**src/rtl/core/djdc_pkg.sv**
```systemverilog
// Package for the date / Julian day number converter.
// Shared types, calendar constants, month table and the divide-by-25 helper.
// No dependencies.
`timescale 1ns / 1ps

package djdc_pkg;

	typedef logic signed [14:0] year_t;
	typedef logic signed [23:0] sjdn_t;

	// Day number of 1 Jan 1 and 31 Dec 9999
	localparam logic [22:0] JDN_FIRST = 23'd1721424;
	localparam logic [22:0] JDN_LAST = 23'd5373484;
	// Gregorian year start offset and Julian epoch offsets
	localparam sjdn_t GREG_BASE = 24'sd1721061;
	localparam sjdn_t JUL_OFS = 24'sd4713;
	localparam sjdn_t JUL_LEAP_OFS = 24'sd4715;
	localparam sjdn_t DAYS_LEAP = 24'sd366;
	localparam logic [13:0] REFORM_YEAR = 14'd1752;
	localparam logic [13:0] YEAR_MAX = 14'd9999;
	localparam logic [8:0] GAP_DOY = 9'd246;
	localparam logic [8:0] GAP_DAYS = 9'd11;
	// floor(n / 1461) reciprocal, 2^31 scale
	localparam logic [20:0] RECIP_1461 = 21'd1469872;
	localparam logic [11:0] DAYS_4Y = 12'd1461;

	// floor(v / 25) for v < 4096
	function automatic logic [7:0] div25(input logic [11:0] v);
		logic [24:0] p;
		p = {13'd0, v} * 25'd5243;
		return p[24:17];
	endfunction

	// Days before month idx+1; leap adds a day from March on
	function automatic logic [8:0] month_start(input logic leap, input logic [3:0] idx);
		logic [8:0] b;
		case (idx)
			4'd0: b = 9'd0;
			4'd1: b = 9'd31;
			4'd2: b = 9'd59;
			4'd3: b = 9'd90;
			4'd4: b = 9'd120;
			4'd5: b = 9'd151;
			4'd6: b = 9'd181;
			4'd7: b = 9'd212;
			4'd8: b = 9'd243;
			4'd9: b = 9'd273;
			4'd10: b = 9'd304;
			4'd11: b = 9'd334;
			default: b = 9'd365;
		endcase
		if (leap && idx >= 4'd2)
			b = b + 9'd1;
		return b;
	endfunction

endpackage

```
**src/rtl/core/djdc_year_start.sv**
```systemverilog
// Two-stage year start unit: day number of 1 Jan of a year and its leap flag.
// Julian rules up to 1752, Gregorian after. Depends on djdc_pkg.
`timescale 1ns / 1ps

module djdc_year_start (
	input logic clk,
	input logic en,
	input djdc_pkg::year_t year,
	output djdc_pkg::sjdn_t start,
	output logic leap
);
	import djdc_pkg::*;

	sjdn_t y_ext;
	sjdn_t ym1_sh;
	sjdn_t yp_sh;
	logic [11:0] q4;
	logic [11:0] p;

	logic greg_s1, zero_s1;
	logic [1:0] low2_s1;
	logic [11:0] p_s1;
	logic [24:0] prod_a_s1, prod_b_s1;
	sjdn_t base_g_s1, base_j_s1;

	sjdn_t start_s2;
	logic leap_s2;

	logic [7:0] q100, d25;
	logic [11:0] rem;
	sjdn_t ys_g;
	logic leap_g;

	// Stage 1: linear terms and the two divide-by-25 products
	always_comb begin
		y_ext = {{9{year[14]}}, year};
		ym1_sh = (y_ext - 24'sd1) >>> 2;
		yp_sh = (y_ext + JUL_LEAP_OFS) >>> 2;
		q4 = ym1_sh[11:0];
		p = y_ext[13:2];
	end

	always_ff @(posedge clk) begin
		if (en) begin
			greg_s1 <= (year > 15'sd1752);
			zero_s1 <= (year == 15'sd0);
			low2_s1 <= year[1:0];
			p_s1 <= p;
			prod_a_s1 <= {13'd0, q4} * 25'd5243;
			prod_b_s1 <= {13'd0, p} * 25'd5243;
			base_g_s1 <= GREG_BASE + y_ext * 24'sd365 + {12'd0, q4};
			base_j_s1 <= 24'sd1 + (y_ext + JUL_OFS) * 24'sd365 + yp_sh
				- ((year > 15'sd0) ? DAYS_LEAP : 24'sd0);
		end
	end

	// Stage 2: century terms and leap rule
	always_comb begin
		q100 = prod_a_s1[24:17];
		ys_g = base_g_s1 - {16'd0, q100} + {18'd0, q100[7:2]};
		d25 = prod_b_s1[24:17];
		rem = p_s1 - 12'({4'd0, d25} * 12'd25);
		leap_g = (low2_s1 == 2'd0) && ((rem != 12'd0) || (d25[1:0] == 2'd0));
	end

	always_ff @(posedge clk) begin
		if (en) begin
			start_s2 <= zero_s1 ? 24'sd0 : (greg_s1 ? ys_g : base_j_s1);
			leap_s2 <= !zero_s1 && (greg_s1 ? leap_g : (low2_s1 == 2'd0));
		end
	end

	assign start = start_s2;
	assign leap = leap_s2;

endmodule

```
**src/rtl/core/date_julian_day_converter.sv**
```systemverilog
// Calendar date <-> Julian day number converter, eight-stage pipeline.
// Depends on djdc_pkg and djdc_year_start.
//
//  channel | handshake           | payload
//  input   | in_valid / in_stall | mode, year_in, month_in, day_in, day_number_in
//  output  | out_valid/out_stall | day_number_out, year_out, month_out, day_out,
//          |                     | range_error
//
// One transaction per cycle while the pipeline is not held; out_valid is the stage 8
// valid bit, and the result is taken at a clock edge where out_stall is low.
// The depth is set by the year start units (two stages each) behind the
// reciprocal year estimate in the day-number path.
// Reset clears the stage valid bits only.
// The whole pipeline holds while the output register is full and stalled;
// in_stall follows that condition.
`timescale 1ns / 1ps

module date_julian_day_converter (
	input logic clk,
	input logic arst_n,
	input logic in_valid,
	output logic in_stall,
	input logic mode,
	input djdc_pkg::year_t year_in,
	input logic [3:0] month_in,
	input logic [4:0] day_in,
	input logic [22:0] day_number_in,
	output logic out_valid,
	input logic out_stall,
	output logic [22:0] day_number_out,
	output logic [13:0] year_out,
	output logic [3:0] month_out,
	output logic [4:0] day_out,
	output logic range_error
);
	import djdc_pkg::*;

	logic en;
	logic v_s1, v_s2, v_s3, v_s4, v_s5, v_s6, v_s7, v_s8;
	logic mode_s1, mode_s2, mode_s3, mode_s4, mode_s5, mode_s6, mode_s7, mode_s8;

	// mode 0 path
	year_t y_s1, y_s2, y_s3;
	logic [3:0] m_s1, m_s2, m_s3;
	logic [4:0] d_s1, d_s2, d_s3;
	sjdn_t ys_a;
	logic leap_a;
	logic [22:0] jn_s4, jn_s5, jn_s6, jn_s7, jn_s8;
	logic err_s4, err_s5, err_s6, err_s7, err_s8;

	// mode 1 path
	logic [22:0] jd_s1, jd_s2, jd_s3, jd_s4, jd_s5;
	logic jerr_s1, jerr_s2, jerr_s3;
	logic [23:0] n_s1, n_s2;
	logic [13:0] q_s2;
	logic [13:0] jy_s3, jy_s4, jy_s5;
	sjdn_t ys_b, ys_c;
	logic leap_b, leap_c;
	logic [13:0] t_s6, t_s7, t_s8;
	logic [8:0] doy_s6, doy_s7;
	logic leap_s6, leap_s7;
	logic [3:0] mon_s8;
	logic [4:0] day_s8;

	logic [3:0] m_clamp;
	logic [23:0] x_in;
	logic [44:0] prod;
	logic [24:0] r_rem;
	logic [13:0] jy;
	sjdn_t j0;
	logic e0;
	logic take_next;
	sjdn_t ys_sel;
	sjdn_t doy_full;
	logic [8:0] doy_adj;
	logic [3:0] mm;
	logic [8:0] mb;

	// Global advance: hold everything while the output is full and stalled
	assign en = !v_s8 || !out_stall;
	assign in_stall = !en;

	always_ff @(posedge clk or negedge arst_n) begin
		if (!arst_n) begin
			v_s1 <= 1'b0;
			v_s2 <= 1'b0;
			v_s3 <= 1'b0;
			v_s4 <= 1'b0;
			v_s5 <= 1'b0;
			v_s6 <= 1'b0;
			v_s7 <= 1'b0;
			v_s8 <= 1'b0;
		end else if (en) begin
			v_s1 <= in_valid;
			v_s2 <= v_s1;
			v_s3 <= v_s2;
			v_s4 <= v_s3;
			v_s5 <= v_s4;
			v_s6 <= v_s5;
			v_s7 <= v_s6;
			v_s8 <= v_s7;
		end
	end

	// Stage 1: month clamp, range check, 4x+3 offset
	always_comb begin
		m_clamp = month_in;
		if (month_in == 4'd0)
			m_clamp = 4'd1;
		else if (month_in inside {[4'd13:4'd15]})
			m_clamp = 4'd12;
		x_in = {1'b0, day_number_in} - {1'b0, JDN_FIRST};
		prod = {21'd0, n_s1} * {24'd0, RECIP_1461};
	end

	always_ff @(posedge clk) begin
		if (en) begin
			mode_s1 <= mode;
			y_s1 <= year_in;
			m_s1 <= m_clamp;
			d_s1 <= day_in;
			jd_s1 <= day_number_in;
			jerr_s1 <= (day_number_in < JDN_FIRST) || (day_number_in > JDN_LAST);
			n_s1 <= {x_in[21:0], 2'b11};
		end
	end

	// Stage 2: reciprocal product for floor(n / 1461)
	always_ff @(posedge clk) begin
		if (en) begin
			mode_s2 <= mode_s1;
			y_s2 <= y_s1;
			m_s2 <= m_s1;
			d_s2 <= d_s1;
			jd_s2 <= jd_s1;
			jerr_s2 <= jerr_s1;
			n_s2 <= n_s1;
			q_s2 <= prod[44:31];
		end
	end

	// Stage 3: one-step quotient correction gives the Julian-rule year
	always_comb begin
		r_rem = {1'b0, n_s2} - 25'({11'd0, q_s2} * 25'd1461);
		jy = q_s2 + 14'd1 + ((r_rem >= {13'd0, DAYS_4Y}) ? 14'd1 : 14'd0);
	end

	always_ff @(posedge clk) begin
		if (en) begin
			mode_s3 <= mode_s2;
			y_s3 <= y_s2;
			m_s3 <= m_s2;
			d_s3 <= d_s2;
			jd_s3 <= jd_s2;
			jerr_s3 <= jerr_s2;
			jy_s3 <= jy;
		end
	end

	// Year start for the mode 0 input year
	djdc_year_start u_ys_a (
		.clk(clk),
		.en(en),
		.year(y_s1),
		.start(ys_a),
		.leap(leap_a)
	);

	// Stage 4: mode 0 day number; error merged for both modes
	always_comb begin
		j0 = ys_a + {15'd0, month_start(1'b0, m_s3 - 4'd1)} + {19'd0, d_s3} - 24'sd1;
		if ((y_s3 == 15'sd1752) && ((m_s3 >= 4'd10) || ((m_s3 == 4'd9) && (d_s3 >= 5'd14))))
			j0 = j0 - 24'sd11;
		if (leap_a && (m_s3 >= 4'd3))
			j0 = j0 + 24'sd1;
		e0 = (y_s3 == 15'sd0) || j0[23];
	end

	always_ff @(posedge clk) begin
		if (en) begin
			mode_s4 <= mode_s3;
			jd_s4 <= jd_s3;
			jy_s4 <= jy_s3;
			err_s4 <= mode_s3 ? jerr_s3 : e0;
			jn_s4 <= (mode_s3 || e0) ? 23'd0 : j0[22:0];
		end
	end

	// Year starts for the candidate year and the one after it
	djdc_year_start u_ys_b (
		.clk(clk),
		.en(en),
		.year({1'b0, jy_s3}),
		.start(ys_b),
		.leap(leap_b)
	);

	djdc_year_start u_ys_c (
		.clk(clk),
		.en(en),
		.year({1'b0, jy_s3 + 14'd1}),
		.start(ys_c),
		.leap(leap_c)
	);

	always_ff @(posedge clk) begin
		if (en) begin
			mode_s5 <= mode_s4;
			jd_s5 <= jd_s4;
			jy_s5 <= jy_s4;
			err_s5 <= err_s4;
			jn_s5 <= jn_s4;
		end
	end

	// Stage 6: pick the year, day of year
	always_comb begin
		take_next = (jy_s5 < YEAR_MAX) && (ys_c <= $signed({1'b0, jd_s5}));
		ys_sel = take_next ? ys_c : ys_b;
		doy_full = $signed({1'b0, jd_s5}) - ys_sel;
	end

	always_ff @(posedge clk) begin
		if (en) begin
			mode_s6 <= mode_s5;
			err_s6 <= err_s5;
			jn_s6 <= jn_s5;
			t_s6 <= take_next ? (jy_s5 + 14'd1) : jy_s5;
			leap_s6 <= take_next ? leap_c : leap_b;
			doy_s6 <= doy_full[8:0];
		end
	end

	// Stage 7: skip the September 1752 gap
	always_ff @(posedge clk) begin
		if (en) begin
			mode_s7 <= mode_s6;
			err_s7 <= err_s6;
			jn_s7 <= jn_s6;
			t_s7 <= t_s6;
			leap_s7 <= leap_s6;
			doy_s7 <= ((t_s6 == REFORM_YEAR) && (doy_s6 >= GAP_DOY)) ? doy_s6 + GAP_DAYS
				: doy_s6;
		end
	end

	// Stage 8: month search over the table, output register
	always_comb begin
		doy_adj = doy_s7;
		mm = 4'd1;
		mb = 9'd0;
		for (int i = 0; i < 12; i++) begin
			if (month_start(leap_s7, 4'(i)) <= doy_adj) begin
				mm = 4'(i + 1);
				mb = month_start(leap_s7, 4'(i));
			end
		end
	end

	always_ff @(posedge clk) begin
		if (en) begin
			mode_s8 <= mode_s7;
			err_s8 <= err_s7;
			jn_s8 <= jn_s7;
			t_s8 <= (mode_s7 && !err_s7) ? t_s7 : 14'd0;
			mon_s8 <= (mode_s7 && !err_s7) ? mm : 4'd0;
			day_s8 <= (mode_s7 && !err_s7) ? 5'(doy_adj - mb + 9'd1) : 5'd0;
		end
	end

	assign out_valid = v_s8;
	assign day_number_out = mode_s8 ? 23'd0 : jn_s8;
	assign year_out = t_s8;
	assign month_out = mon_s8;
	assign day_out = day_s8;
	assign range_error = err_s8;

endmodule

```
**config.mk**
```make
export PLATFORM = sky130hd
export DESIGN_NAME = date_julian_day_converter
export DESIGN_NICKNAME = d
export VERILOG_FILES = /design/src/rtl/core/djdc_pkg.sv /design/src/rtl/core/djdc_year_start.sv /design/src/rtl/core/date_julian_day_converter.sv
export SDC_FILE = /design/constraint.sdc
export NUM_CORES = 2
export LEC_CHECK = 0
export ABC_AREA = 1
export BUFFER_PORTS_ARGS = -buffer_cell sky130_fd_sc_hd__buf_2
export CAP_MARGIN = 0
export CORE_ASPECT_RATIO = 1.2
export CORE_MARGIN = 5
export CORE_UTILIZATION = 50
export DETAILED_ROUTE_END_ITERATION = 8
export PLACE_DENSITY = 0.72
export SYNTH_ARGS = -nofsm -noshare
export SYNTH_HDL_FRONTEND = slang
export SYNTH_HIERARCHICAL = 1
export SYNTH_SLANG_ARGS = --single-unit
```
**constraint.sdc**
```tcl
create_clock -name clk -period 71.2 [get_ports clk]
set_input_delay 7.12 -clock clk [delete_from_list [all_inputs] [get_ports clk]]
set_output_delay 7.12 -clock clk [all_outputs]
set_load 0.01 [all_outputs]
```
==> key figures <==
Die
  – Core ar.: between 150000 and 200000 µm²
  – Initial Util: 0.501
  – Die Area: a little under 200000 µm²
  – Die W: 403 µm
  – Die Height: 481 µm
  – # rows: 173
  – I/O pins: 101

Critical path
  – Critical Path RT: 64.08 ns
  – Critical path type: input pin to output pin
  – CP Data Arrival Time: 8.27 ns
  – Delay-heaviest family, CP: buffers and inverters
  – Crit start category: input pin
  – Worst R2R Path Depth: 31
  – Cell mode on critical path: buf_2
  – Launch point of the worst reg-to-reg path: jy_s3[2]$_DFFE_PN_
  – Worst path slowest cell: nand2_4
  – Crit path max fanout: 60
  – Max stage delay on crit path: 0.53 ns
  – Reg-to-Reg End: u_ys_c/base_j_s1[19]$_DFFE_PP_
  – Worst setup EP type: output pin
  – CP cell instances: buf_2 -> nand2_4 -> inv_1 -> buf_2
  – R2R setup slack: 63.04 ns
  – Crit path buffers/inverters: 3

Placement
  – Gpl congestion: 0.945
  – Number of I/O port buffers: 100
  – Dpl hpwl: 182 mm

CTS
  – Cts bufs inserted: 84
  – Hold-fix buffer count after cts: 0
  – Clock sink count: 759
  – Post-CTS Setup Bufs: 0
  – Clk buf depth: 3
  – CTS tree: yes
  – Post-cts sizing count: 0
  – Clock latency on the worst-skew pair: 0.73 ns
  – CTS root buf: clkbuf_16
  – H-tree lvl count: 3
  – Clock-pin slew on the worst setup and hold paths: 0.06 ns

Layout
  – Highest-count cells in the layout ignoring fill and taps: inv_1, nand2_1, ha_1
  – Area grow syn2layout: 7.45%
  – Net count, final: about 13000
  – Share of post-route cells with drive strength above 1: 0.0462
  – Commonest non-fill, non-tap cell in the layout: inv_1

Timing
  – RSZ-0062 raised after global routing: no
  – Final hold vios: 0
  – Slew @ Worst Pin: between 1 and 1.5 ns
  – Final setup vio count: 0
  – Setup Skew: 0.0661 ns
  – Fmax: 0.0650 GHz
  – Slew Limit Fails: 0
  – Slew headroom: 0.255
  – Fin crit period: 15.39 ns
  – Setup TNS: 0 ns
  – Ratio of final minimum period to clock period: 0.216

Synth
  – Cell Area, Synth: 92600 µm²
  – Avg Synthesized Cell Area: approximately 9.0 µm²
  – Cells after Synth: around 10000
  – Synth Warn #: 6

Min path
  – Hold_sp: jd_s4[18]$_DFFE_PN_
  – Worst Hold End: jd_s5[18]$_DFFE_PN_
  – Hold depth: 0
  – Hold Path Class: flip-flop to flip-flop

Drt
  – Final antenna-violating net count: 0
  – Routed WL: around 220 mm
  – Drt initial violations: 4034
  – Drt wl/cell: 16.6 µm
  – Routed vias/inst: approximately 5.1
  – DR pass1 iterations: 6
  – Via count: 66900
  – Post-route DRC: 0

GRT
  – All-Layer GR Usage: 0.227
  – First-pass GRT wire length: ~360 mm
  – Largest net degree at the start of global routing: between 150 and 200
  – GR Overflow Total: 0
  – Vias in the first global route: 70300
  – Initial antenna violation count: 1

Outcome
  – Status: finished, final reports clean

Job
  – Max-cap violations: 0
-- metrics by stage --
| stage | hold slack, ns | area [µm²] | cells | util | worst slack (ns) |
|---|---|---|---|---|---|
| floorplan | 0.400 | 92600 | 10300 | - | 41.96 |
| global placement | 0.400 | 96400 | 12900 | 0.522 | 55.82 |
| detailed placement | 0.405 | 96400 | 12900 | 0.522 | 55.77 |
| CTS | 0.414 | 99500 | 13000 | 0.539 | 55.77 |
| global route | 0.421 | 99500 | 13000 | 0.539 | 55.68 |
| finish | 0.413 | 99500 | 13000 | 0.539 | 55.81 |
-- worst max path at each step --
stage,from,end,slack (ns),cells past startpoint
2_1_floorplan,out_stall,v_s7$_DFFE_PN0N_,41.96,3
3_3_place_gp,out_stall,in_stall,55.82,4
3_5_place_dp,out_stall,in_stall,55.77,4
4_1_cts,out_stall,in_stall,55.77,4
5_1_grt,out_stall,in_stall,55.68,4
6_report,out_stall,in_stall,55.81,4
-- layer usage --
layer  vias to the layer above  share of wire  track usage
li1                      32800              -            -
met1                     32300           0.43        0.291
met2                      1444           0.49        0.401
met3                       413          0.046       0.0269
met4                         0          0.034       0.0729
met5                         -              0            0
-- sequential cells by signal, summed over array words and instances (netlist names), 24 cells and up --
register / count
u_ys_a/base_g_s1: 24
u_ys_a/base_j_s1: 24
u_ys_c/base_g_s1: 24
u_ys_c/base_j_s1: 24
u_ys_a/start: 24
u_ys_c/start: 24
-- layout make-up --
type                       instances  area [µm²]
timing repair buffer             151         908
clock buffer                      89        2130
tap                             2450        3070
fill                           16600       85200
multi-input combinational       6837       59600
sequential                       759       22800
clock inverter                    66         896
inverter                        2693       10100
antenna                            1        2.50
Power is not shown: default switching activity piles up to over one toggle a cycle in this logic, so the estimate is an artifact.
